--- config.mk ---
export PLATFORM = sky130hd
export DESIGN_NAME = signed_int_to_decimal_chars_unit
export DESIGN_NICKNAME = d
export VERILOG_FILES = /design/src/rtl/sidc_pkg.sv /design/src/rtl/sidc_dd_stage.sv /design/src/rtl/sidc_emit.sv /design/src/rtl/signed_int_to_decimal_chars_unit.sv
export SDC_FILE = /design/constraint.sdc
export NUM_CORES = 1
export LEC_CHECK = 0
export BUFFER_PORTS_ARGS = -buffer_cell sky130_fd_sc_hd__buf_2
export CORE_AREA = 2 2 292 294
export CTS_CLUSTER_SIZE = 20
export DETAILED_ROUTE_END_ITERATION = 12
export DIE_AREA = 0 0 294 296
export SLEW_MARGIN = 20
export SYNTH_ARGS = -nofsm -noshare
export SYNTH_HDL_FRONTEND = slang
export SYNTH_SLANG_ARGS = --single-unit
--- constraint.sdc ---
create_clock -name clk -period 17 [get_ports clk]
set_input_delay 4.25 -clock clk [delete_from_list [all_inputs] [get_ports clk]]
set_output_delay 4.25 -clock clk [all_outputs]
set_load 0.02 [all_outputs]
--- src/rtl/sidc_pkg.sv ---
package sidc_pkg;

    localparam int MAG_W      = 32;
    localparam int BCD_DIGITS = 10;
    localparam int BCD_W      = 4 * BCD_DIGITS;
    localparam int DD_STEPS   = 8;
    localparam int DD_STAGES  = MAG_W / DD_STEPS;
    localparam int CHAR_W     = 7;

    localparam logic [CHAR_W-1:0] ASCII_ZERO  = 7'd48;
    localparam logic [CHAR_W-1:0] ASCII_MINUS = 7'd45;

    typedef struct packed {
        logic             valid;
        logic             neg;
        logic [MAG_W-1:0] bin;
        logic [BCD_W-1:0] bcd;
    } pipe_t;

    // eight shift-add-3 steps of binary to BCD conversion
    function automatic pipe_t dd_step8(pipe_t d);
        pipe_t      r;
        logic [3:0] dig;
        r = d;
        for (int s = 0; s < DD_STEPS; s++)
        begin
            for (int k = 0; k < BCD_DIGITS; k++)
            begin
                dig = r.bcd[k*4 +: 4];
                if (dig >= 4'd5)
                begin
                    r.bcd[k*4 +: 4] = dig + 4'd3;
                end
            end
            r.bcd = {r.bcd[BCD_W-2:0], r.bin[MAG_W-1]};
            r.bin = {r.bin[MAG_W-2:0], 1'b0};
        end
        return r;
    endfunction

endpackage

--- src/rtl/sidc_dd_stage.sv ---
module sidc_dd_stage (
    input  logic          clk,
    input  logic          rst_n,
    input  logic          advance,
    input  sidc_pkg::pipe_t d,
    output sidc_pkg::pipe_t q
);
    import sidc_pkg::*;

    pipe_t q_reg;
    pipe_t q_next;

    always_comb
    begin
        q_next = advance ? dd_step8(d) : q_reg;
    end

    always_ff @(posedge clk or negedge rst_n)
    begin
        if (!rst_n)
        begin
            q_reg <= '0;
        end
        else
        begin
            q_reg <= q_next;
        end
    end

    assign q = q_reg;

endmodule

--- src/rtl/sidc_emit.sv ---
module sidc_emit (
    input  logic                         clk,
    input  logic                         rst_n,
    input  sidc_pkg::pipe_t              p,
    output logic                         take,
    output logic [sidc_pkg::CHAR_W-1:0]  char_code,
    output logic                         last_char,
    output logic                         char_valid,
    input  logic                         char_stall
);
    import sidc_pkg::*;

    logic              busy_reg,   busy_next;
    logic              minus_reg,  minus_next;
    logic [3:0]        idx_reg,    idx_next;
    logic [BCD_W-1:0]  bcd_reg,    bcd_next;
    logic              oval_reg,   oval_next;
    logic [CHAR_W-1:0] ochar_reg,  ochar_next;
    logic              olast_reg,  olast_next;
    logic              out_free;
    logic [3:0]        hi;
    logic [3:0]        digit;

    // index of the most significant nonzero digit, zero if none
    always_comb
    begin
        hi = '0;
        for (int k = 0; k < BCD_DIGITS; k++)
        begin
            if (p.bcd[k*4 +: 4] != 4'd0)
            begin
                hi = 4'(k);
            end
        end
    end

    always_comb
    begin
        out_free   = !oval_reg || !char_stall;
        take       = !busy_reg;
        digit      = bcd_reg[idx_reg*4 +: 4];
        busy_next  = busy_reg;
        minus_next = minus_reg;
        idx_next   = idx_reg;
        bcd_next   = bcd_reg;
        oval_next  = oval_reg;
        ochar_next = ochar_reg;
        olast_next = olast_reg;
        if (busy_reg && out_free)
        begin
            oval_next = 1'b1;
            if (minus_reg)
            begin
                ochar_next = ASCII_MINUS;
                olast_next = 1'b0;
                minus_next = 1'b0;
            end
            else
            begin
                ochar_next = ASCII_ZERO + {3'b000, digit};
                olast_next = (idx_reg == 4'd0);
                if (idx_reg == 4'd0)
                begin
                    busy_next = 1'b0;
                end
                else
                begin
                    idx_next = idx_reg - 4'd1;
                end
            end
        end
        else if (out_free)
        begin
            oval_next = 1'b0;
        end
        if (take && p.valid)
        begin
            busy_next  = 1'b1;
            minus_next = p.neg;
            bcd_next   = p.bcd;
            idx_next   = hi;
        end
    end

    always_ff @(posedge clk or negedge rst_n)
    begin
        if (!rst_n)
        begin
            busy_reg <= 1'b0;
            oval_reg <= 1'b0;
        end
        else
        begin
            busy_reg <= busy_next;
            oval_reg <= oval_next;
        end
    end

    always_ff @(posedge clk)
    begin
        minus_reg <= minus_next;
        idx_reg   <= idx_next;
        bcd_reg   <= bcd_next;
        ochar_reg <= ochar_next;
        olast_reg <= olast_next;
    end

    assign char_code  = ochar_reg;
    assign last_char  = olast_reg;
    assign char_valid = oval_reg;

endmodule

--- src/rtl/signed_int_to_decimal_chars_unit.sv ---
// channel  | valid       | stall       | payload
// value    | value_valid | value_stall | value[31:0] signed
// char     | char_valid  | char_stall  | char_code[6:0], last_char
//
// Input register plus four binary-to-BCD stages of eight steps each; a word
// can enter every cycle while the character emitter has room.
// The emitter sends one character a cycle unless char stalls; a number has
// 1 to 11 characters, and the emitter takes the next word only once the last
// character of the word is in its output register. Reset clears all valid
// bits; a stall on char holds the emitter, and the pipe stops while its last
// stage holds a word that the emitter cannot take.
module signed_int_to_decimal_chars_unit (
    input  logic                         clk,
    input  logic                         rst_n,
    input  logic signed [31:0]           value,
    input  logic                         value_valid,
    output logic                         value_stall,
    output logic [sidc_pkg::CHAR_W-1:0]  char_code,
    output logic                         last_char,
    output logic                         char_valid,
    input  logic                         char_stall
);
    import sidc_pkg::*;

    pipe_t      in_reg, in_next;
    pipe_t      stage_q [DD_STAGES+1];
    logic       advance;
    logic       take;
    logic [MAG_W-1:0] raw;

    always_comb
    begin
        advance       = !stage_q[DD_STAGES].valid || take;
        value_stall   = !advance;
        raw           = MAG_W'(value);
        in_next       = in_reg;
        if (advance)
        begin
            in_next.valid = value_valid;
            in_next.neg   = raw[MAG_W-1];
            in_next.bin   = raw[MAG_W-1] ? (MAG_W'(0) - raw) : raw;
            in_next.bcd   = '0;
        end
    end

    always_ff @(posedge clk or negedge rst_n)
    begin
        if (!rst_n)
        begin
            in_reg <= '0;
        end
        else
        begin
            in_reg <= in_next;
        end
    end

    assign stage_q[0] = in_reg;

    for (genvar g = 0; g < DD_STAGES; g++)
    begin : g_dd
        sidc_dd_stage u_stage (
            .clk     (clk),
            .rst_n   (rst_n),
            .advance (advance),
            .d       (stage_q[g]),
            .q       (stage_q[g+1])
        );
    end

    sidc_emit u_emit (
        .clk        (clk),
        .rst_n      (rst_n),
        .p          (stage_q[DD_STAGES]),
        .take       (take),
        .char_code  (char_code),
        .last_char  (last_char),
        .char_valid (char_valid),
        .char_stall (char_stall)
    );

endmodule

### Word-level counts from Yosys, hierarchy flattened

Index checks and enable logic that the tools add are counted.

| word-level totals | value |
|---|---|
| bits in registers | 294 |
| output and inout bits | 10 |

| operators by class | value |
|---|---|
| add/sub/neg operators | 268 |
| $lt $le $gt $ge | 265 |
| eq/ne operators | 2 |
| shift operators | 1 |
| multiplexer cells | 287 |
| reductions and logical operators | 24 |

Operators with widths:

| kind | number |
|---|---|
| $ge A4 B3 Y1 const B | 255 |
| $mux W4 | 255 |
| $add A4 B2 Y4 const B | 234 |
| $mux W3 | 22 |
| $add A3 B2 Y3 const B | 21 |
| $shiftx A40 B7 Y4 | 1 |
| $reduce_bool A4 Y1 | 9 |
| $mux W32 | 1 |
| $sub A1 B32 Y32 const A | 1 |
| $add A1 B2 Y3 const B | 10 |
| $ge A1 B3 Y1 const B | 10 |
| $mux W1 | 9 |
| $add A6 B4 Y7 const A | 1 |
| $reduce_and A3 Y1 | 2 |
| $reduce_bool A2 Y1 | 3 |
| $logic_not A1 Y1 | 5 |
| $logic_not A4 Y1 | 1 |
| $ne A2 B2 Y1 const B | 2 |
| $sub A4 B1 Y4 const B | 1 |
| $logic_and A1 B1 Y1 | 2 |
| $logic_or A1 B1 Y1 | 2 |

### Logic depth before layout (Yosys ltp)

| depth | value |
|---|---|
| depth in word-level cells | 16 |
| mapped depth | 38 |
| depth with buffers taken out | 38 |

### Hierarchy

A second synthesis with hierarchy kept.

| second synthesis, totals | value |
|---|---|
| cells, all modules | 7437 |
| area total of the unflattened synthesis | 56274.0 µm² |

Modules (own cells, without submodules):

| module | instances | cells an instance | area each (µm²) | sequential area each (µm²) |
|---|---|---|---|---|
| sidc_dd_stage | 4 | 1771 | 13023.7 | 1651.6 |
| sidc_emit | 1 | 135 | 2220.9 | 1581.5 |
| signed_int_to_decimal_chars_unit | 1 | 218 | 1958.1 | 850.8 |

### Worst setup path before layout

No wires, ideal clock.

| timing path | value |
|---|---|
| path type | reg-to-reg |
| from | register g_dd[0].u_stage.q_reg (netlist bit g_dd[0].u_stage.q[4]) |
| to | register g_dd[1].u_stage.q_reg (netlist bit g_dd[1].u_stage.q[9]) |
| data arrival time | 6.477 ns |
| data required time | 16.863 ns |
| path slack | 10.387 ns |
| stages on the path, launching flop included | 37 |
| period minus slack after synthesis | 6.613 ns |
| path through | dfrtp_1 -> inv_1 -> ha_1 -> nand2b_1 -> or3b_2 -> and2_1 -> nand2_1 -> ha_1 -> a21oi_1 -> inv_1 -> and3_1 -> nor2_1 -> ha_1 -> nor3_1 -> o21ai_0 -> mux2_2 -> inv_1 -> ha_1 -> o21bai_1 -> a22oi_1 -> inv_1 -> ha_1 -> or4b_2 -> a31oi_1 -> mux2i_2 -> inv_1 -> ha_1 -> inv_1 -> a211oi_1 -> o22a_1 -> inv_1 -> ha_1 -> o21a_1 -> o32ai_1 -> o21ai_0 -> mux2i_1 -> a21oi_1 |

| on the way | value |
|---|---|
| cells in the longest elaborated chain, start to end | 16 |
| elaborated cells between the ends (all ways) | 42 |

Ends and longest elaborated chain:

| what | line | text |
|---|---|---|
| start: declaration | sidc_dd_stage.sv:10 | `pipe_t q_reg;` |
| start signal: assignment | sidc_dd_stage.sv:26 | `q_reg <= q_next;` |
| $add A4 B2 Y4 or $ge A4 B3 Y1 (tied branches) | sidc_pkg.sv:32, sidc_pkg.sv:30 |  |
| $mux W4 (*) | sidc_pkg.sv:30 | `if (dig >= 4'd5)` |
| $add A4 B2 Y4 or $ge A4 B3 Y1 (tied branches) | sidc_pkg.sv:32, sidc_pkg.sv:30 |  |
| $mux W4 | sidc_pkg.sv:30 |  |
| $add A4 B2 Y4 or $ge A4 B3 Y1 (tied branches) | sidc_pkg.sv:32, sidc_pkg.sv:30 |  |
| $mux W4 | sidc_pkg.sv:30 |  |
| $ge A4 B3 Y1 or $add A4 B2 Y4 (tied branches) | sidc_pkg.sv:30, sidc_pkg.sv:32 |  |
| $mux W4 | sidc_pkg.sv:30 |  |
| $add A4 B2 Y4 or $ge A4 B3 Y1 (tied branches) | sidc_pkg.sv:32, sidc_pkg.sv:30 |  |
| $mux W4 | sidc_pkg.sv:30 |  |
| $add A4 B2 Y4 or $ge A4 B3 Y1 (tied branches) | sidc_pkg.sv:32, sidc_pkg.sv:30 |  |
| $mux W4 | sidc_pkg.sv:30 |  |
| $add A4 B2 Y4 or $ge A4 B3 Y1 (tied branches) | sidc_pkg.sv:32, sidc_pkg.sv:30 |  |
| $mux W4 | sidc_pkg.sv:30 |  |
| $add A4 B2 Y4 or $ge A4 B3 Y1 (tied branches) | sidc_pkg.sv:32, sidc_pkg.sv:30 |  |
| $mux W4 (*) | sidc_pkg.sv:30 |  |
| end signal: assignment | sidc_dd_stage.sv:26 |  |
| end: declaration | sidc_dd_stage.sv:10 |  |

Mark *: on every way between the ends. The rest lies on a longest branch, timed or not.
A chain may end at the register's enable or synchronous reset.

### Final worst setup path

| timing path | value |
|---|---|
| from | register g_dd[2].u_stage.q_reg (netlist bit g_dd[2].u_stage.q[16]) |
| to | register g_dd[3].u_stage.q_reg (netlist bit g_dd[3].u_stage.q[32]) |

| on the way | value |
|---|---|
| cells in the longest elaborated chain, start to end | 16 |
| elaborated cells between the ends (all ways) | 60 |

Ends and longest elaborated chain:

| what | line |
|---|---|
| start: declaration | sidc_dd_stage.sv:10 |
| start signal: assignment | sidc_dd_stage.sv:26 |
| $add A4 B2 Y4 or $ge A4 B3 Y1 (tied branches) | sidc_pkg.sv:32, sidc_pkg.sv:30 |
| $mux W4 (*) | sidc_pkg.sv:30 |
| $add A4 B2 Y4 or $ge A4 B3 Y1 (tied branches) | sidc_pkg.sv:32, sidc_pkg.sv:30 |
| $mux W4 | sidc_pkg.sv:30 |
| $add A4 B2 Y4 or $ge A4 B3 Y1 (tied branches) | sidc_pkg.sv:32, sidc_pkg.sv:30 |
| $mux W4 | sidc_pkg.sv:30 |
| $add A4 B2 Y4 or $ge A4 B3 Y1 (tied branches) | sidc_pkg.sv:32, sidc_pkg.sv:30 |
| $mux W4 | sidc_pkg.sv:30 |
| $add A4 B2 Y4 or $ge A4 B3 Y1 (tied branches) | sidc_pkg.sv:32, sidc_pkg.sv:30 |
| $mux W4 | sidc_pkg.sv:30 |
| $add A4 B2 Y4 or $ge A4 B3 Y1 (tied branches) | sidc_pkg.sv:32, sidc_pkg.sv:30 |
| $mux W4 | sidc_pkg.sv:30 |
| $add A4 B2 Y4 or $ge A4 B3 Y1 (tied branches) | sidc_pkg.sv:32, sidc_pkg.sv:30 |
| $mux W4 | sidc_pkg.sv:30 |
| $add A4 B2 Y4 or $ge A4 B3 Y1 (tied branches) | sidc_pkg.sv:32, sidc_pkg.sv:30 |
| $mux W4 (*) | sidc_pkg.sv:30 |
| end signal: assignment | sidc_dd_stage.sv:26 |
| end: declaration | sidc_dd_stage.sv:10 |

Marks and branches as above.

==> results.tsv <==
stage	metric	value	unit
clock_network	htree depth	1	
detailed_routing	# DRC	0	
grt	initial antenna violation count	0	
detailed_routing	initial DRC count	1588	
clock_network	Max clock buf depth	3	
detailed_routing	Routed Antenna Nets	0	
detailed_routing	Vias	26900	
detailed_routing	total wire length	66000	µm
logic_synthesis	post-synthesis compound-gate area fraction	31.8	%
logic_synthesis	Netlist cell types	141	
hold_path	worst min path class	flop to flop	
logic_synthesis	fraction of registers with async set/reset	79.2	%
clock_network	cts repair resizes	0	
run_status	status	finished, final reports clean	
sta	Rel. slew slack	37.0	%
logic_synthesis	mux share of post-synthesis cell area	6.65	%
cells_and_area	Area Growth Syn to Fin	7.17	%
grt	grt total ovfl	0	
cells_and_area	share of cells above drive strength 1	9.02	%
grt	global-route wire length before repair	115000	µm
grt	largest net degree at the start of global routing	86	
floorplanning	Starting Density	34.5	%
worst_setup_path	CP Class	flop to flop	
logic_synthesis	Avg Synthesized Cell Area	7.61	µm²
worst_setup_path	crit-path max FO	11	
worst_setup_path	slowest stage delay, CP	0.68	ns
placed_design	Place WS	9.35	ns
clock_network	CTS tree	done	
sta	Max Fclk	129	MHz
worst_setup_path	Worst path slowest cell	o221ai_1	
clock_network	Clk pin slew, worst setup/hold paths	0.06	ns
placed_design	Placer Congestion	0.837	
job	reported max-cap violation count	0	
sta	worst slew pin tran	0.931	ns
worst_setup_path	startpoint types	flop	
placed_design	dpl hpwl	48600	µm
floorplanning	Die Footprint	87000	µm²
detailed_routing	post-DR vias/cell	5.51	
sta	RSZ-0062 raised after global routing	no	
cells_and_area	max FFs per register	158	
detailed_routing	drt first pass iters	5	
sta	Finish-stage setup viols	0	
sta	Hold Fails Final Rpt	0	
cells_and_area	Inserted Diodes	0	
placed_design	I/O Buffers	43	
logic_synthesis	Mapped Nets	4004	
clock_network	Num CTS Buffers	30	
logic_synthesis	Netlist Area Pre-Place	29100	µm²
clock_network	total clock sinks	245	
grt	Total GRT Usage	15.0	%
floorplanning	Ports	46	
worst_setup_path	crit path DAT	8.27	ns
detailed_routing	per-cell routed wire length	13.5	µm
logic_synthesis	largest family of logic cells by synthesized area	compound AO/OA/AOI/OAI gates	
floorplanning	Die H	296	µm
logic_synthesis	sequential share of the synthesized area	22.0	%
sta	setup tns final	0	ns
logic_synthesis	ys flop type	dfrtp_1	
floorplanning	Die Wd	294	µm
clock_network	root buf cell	clkbuf_16	
cells_and_area	commonest non-fill, non-tap cell in the layout	nand2_1	
sta	Final Cycle Share	45.8	%
clock_network	Hold Buf Count CTS	0	
logic_synthesis	cell count after synthesis	3822	
sta	final clock skew	0.0214	ns
logic_synthesis	flops & latches, synth	245	
logic_synthesis	simple-gate portion of the synthesized area	23.2	%
logic_synthesis	Ys Warns	0	
clock_network	clk_lat worst skew	0.60	ns
cells_and_area	Final #Nets	3948	
floorplanning	Rows	107	
logic_synthesis	Synth Area in XOR/XNOR	4.92	%
floorplanning	CORE AREA	84200	µm²
logic_synthesis	Synth Area in Adders	6.42	%
clock_network	Setup Buffers After CTS	0	
sta	Slew Viols, Final	0	
worst_setup_path	nature of the critical path endpoint	flop	
worst_setup_path	Worst Path Required	17.49	ns
cells_and_area	most frequent cells in the layout	498 x nand2_1, 324 x nor2_1, 294 x o21ai_0	
grt	number of global-route vias before repair	24800	
logic_synthesis	EDFF count, synth	51	
sta	Tmin final	7.78	ns
sta	min setup slack post-route	9.22	ns
## worst max-delay path: cells and delay by family, from the launching register on
family / cells / cell delay (ns)
XOR/XNOR: 1 / 0.67
buffers and inverters: 6 / 0.57
adder cells (fa/ha/maj): 5 / 1.29
multiplexers: 1 / 0.37
AND/OR/NAND/NOR: 7 / 1.31
AO/OA/AOI/OAI: 11 / 3.00
flip-flops: 1 / 0.47
## area by class of cell
cell class                 instances  area [µm²]
fill                            8671       53100
multi-input combinational       3206       21200
sequential                       245        6390
tap                             1090        1360
inverter                         222         838
clock buffer                      40         818
timing repair buffer              61         360
clock inverter                    16         153
## stage by stage
stage	instance area (µm²)	hold slack [ns]	util [%]	std cells
5_1_grt	31200	0.452	37.0	4880
3_3_place_gp	30200	0.428	35.8	4824
2_1_floorplan	29100	0.425	-	3822
3_5_place_dp	30200	0.433	35.8	4824
4_1_cts	31200	0.447	37.0	4880
6_report	31200	0.446	37.0	4880
## path summary, 6_finish.rpt
path                                         end                  start  depth (start not counted)  slack (ns)
setup reg to reg           g_dd[3].u_stage.q[32]  g_dd[2].u_stage.q[16]                         31        9.22
hold reg to reg                u_emit.bcd_reg[0]   g_dd[3].u_stage.q[0]                          0        0.45
max in group asynchronous  g_dd[3].u_stage.q[38]                  rst_n                          2       12.07
hold / removal                 u_emit.bcd_reg[0]   g_dd[3].u_stage.q[0]                          0        0.45
min in group asynchronous   g_dd[0].u_stage.q[8]                  rst_n                          1        3.57
setup / recovery           g_dd[3].u_stage.q[32]  g_dd[2].u_stage.q[16]                         31        9.22
## cells by family (layout without fill, tap and decap cells)
kind of cell,count (synthesis),count (layout)
and+or+nand+nor,1394,1394
AOI/OAI and AO/OA,1342,1342
buffers and inverters,371,339
DFF,245,245
muxes,172,172
adders and majority gates,150,150
xor gates and xnor gates,146,146
other,2,2
## per-layer routing
layer	up-vias	wire length, µm	track usage, %
met5	-	0	0
li1	14000	-	-
met1	12500	32600	20.0
met2	320	30700	26.3
met4	0	953	2.89
met3	63	1740	1.39
## synthesized netlist by cell type (32+ instances only)
master    number  area [µm²]
nand2_1      499        1870
nor2_1       324        1220
o21ai_0      294        1470
a21oi_1      279        1400
inv_1        205         769
dfrtp_1      194        4850
ha_1         146        1830
clkbuf_1     103         387
mux2i_1       98         981
nor3_1        81         405
xnor2_1       77         674
nand2b_1      74         463
a211oi_1      71         533
nand3_1       70         350
a31oi_1       57         357
mux2_2        57         642
o211ai_1      56         420
xor2_1        53         464
edfxtp_1      51        1530
o21ai_1       51         255
and2_1        50         313
nor2b_1       39         244
or3_1         39         244
a21o_1        38         285
o21a_1        35         263
and3_1        34         213
o22ai_1       32         200
Power is not shown: default switching activity piles up to over one toggle a cycle in this logic, so the estimate is an artifact.
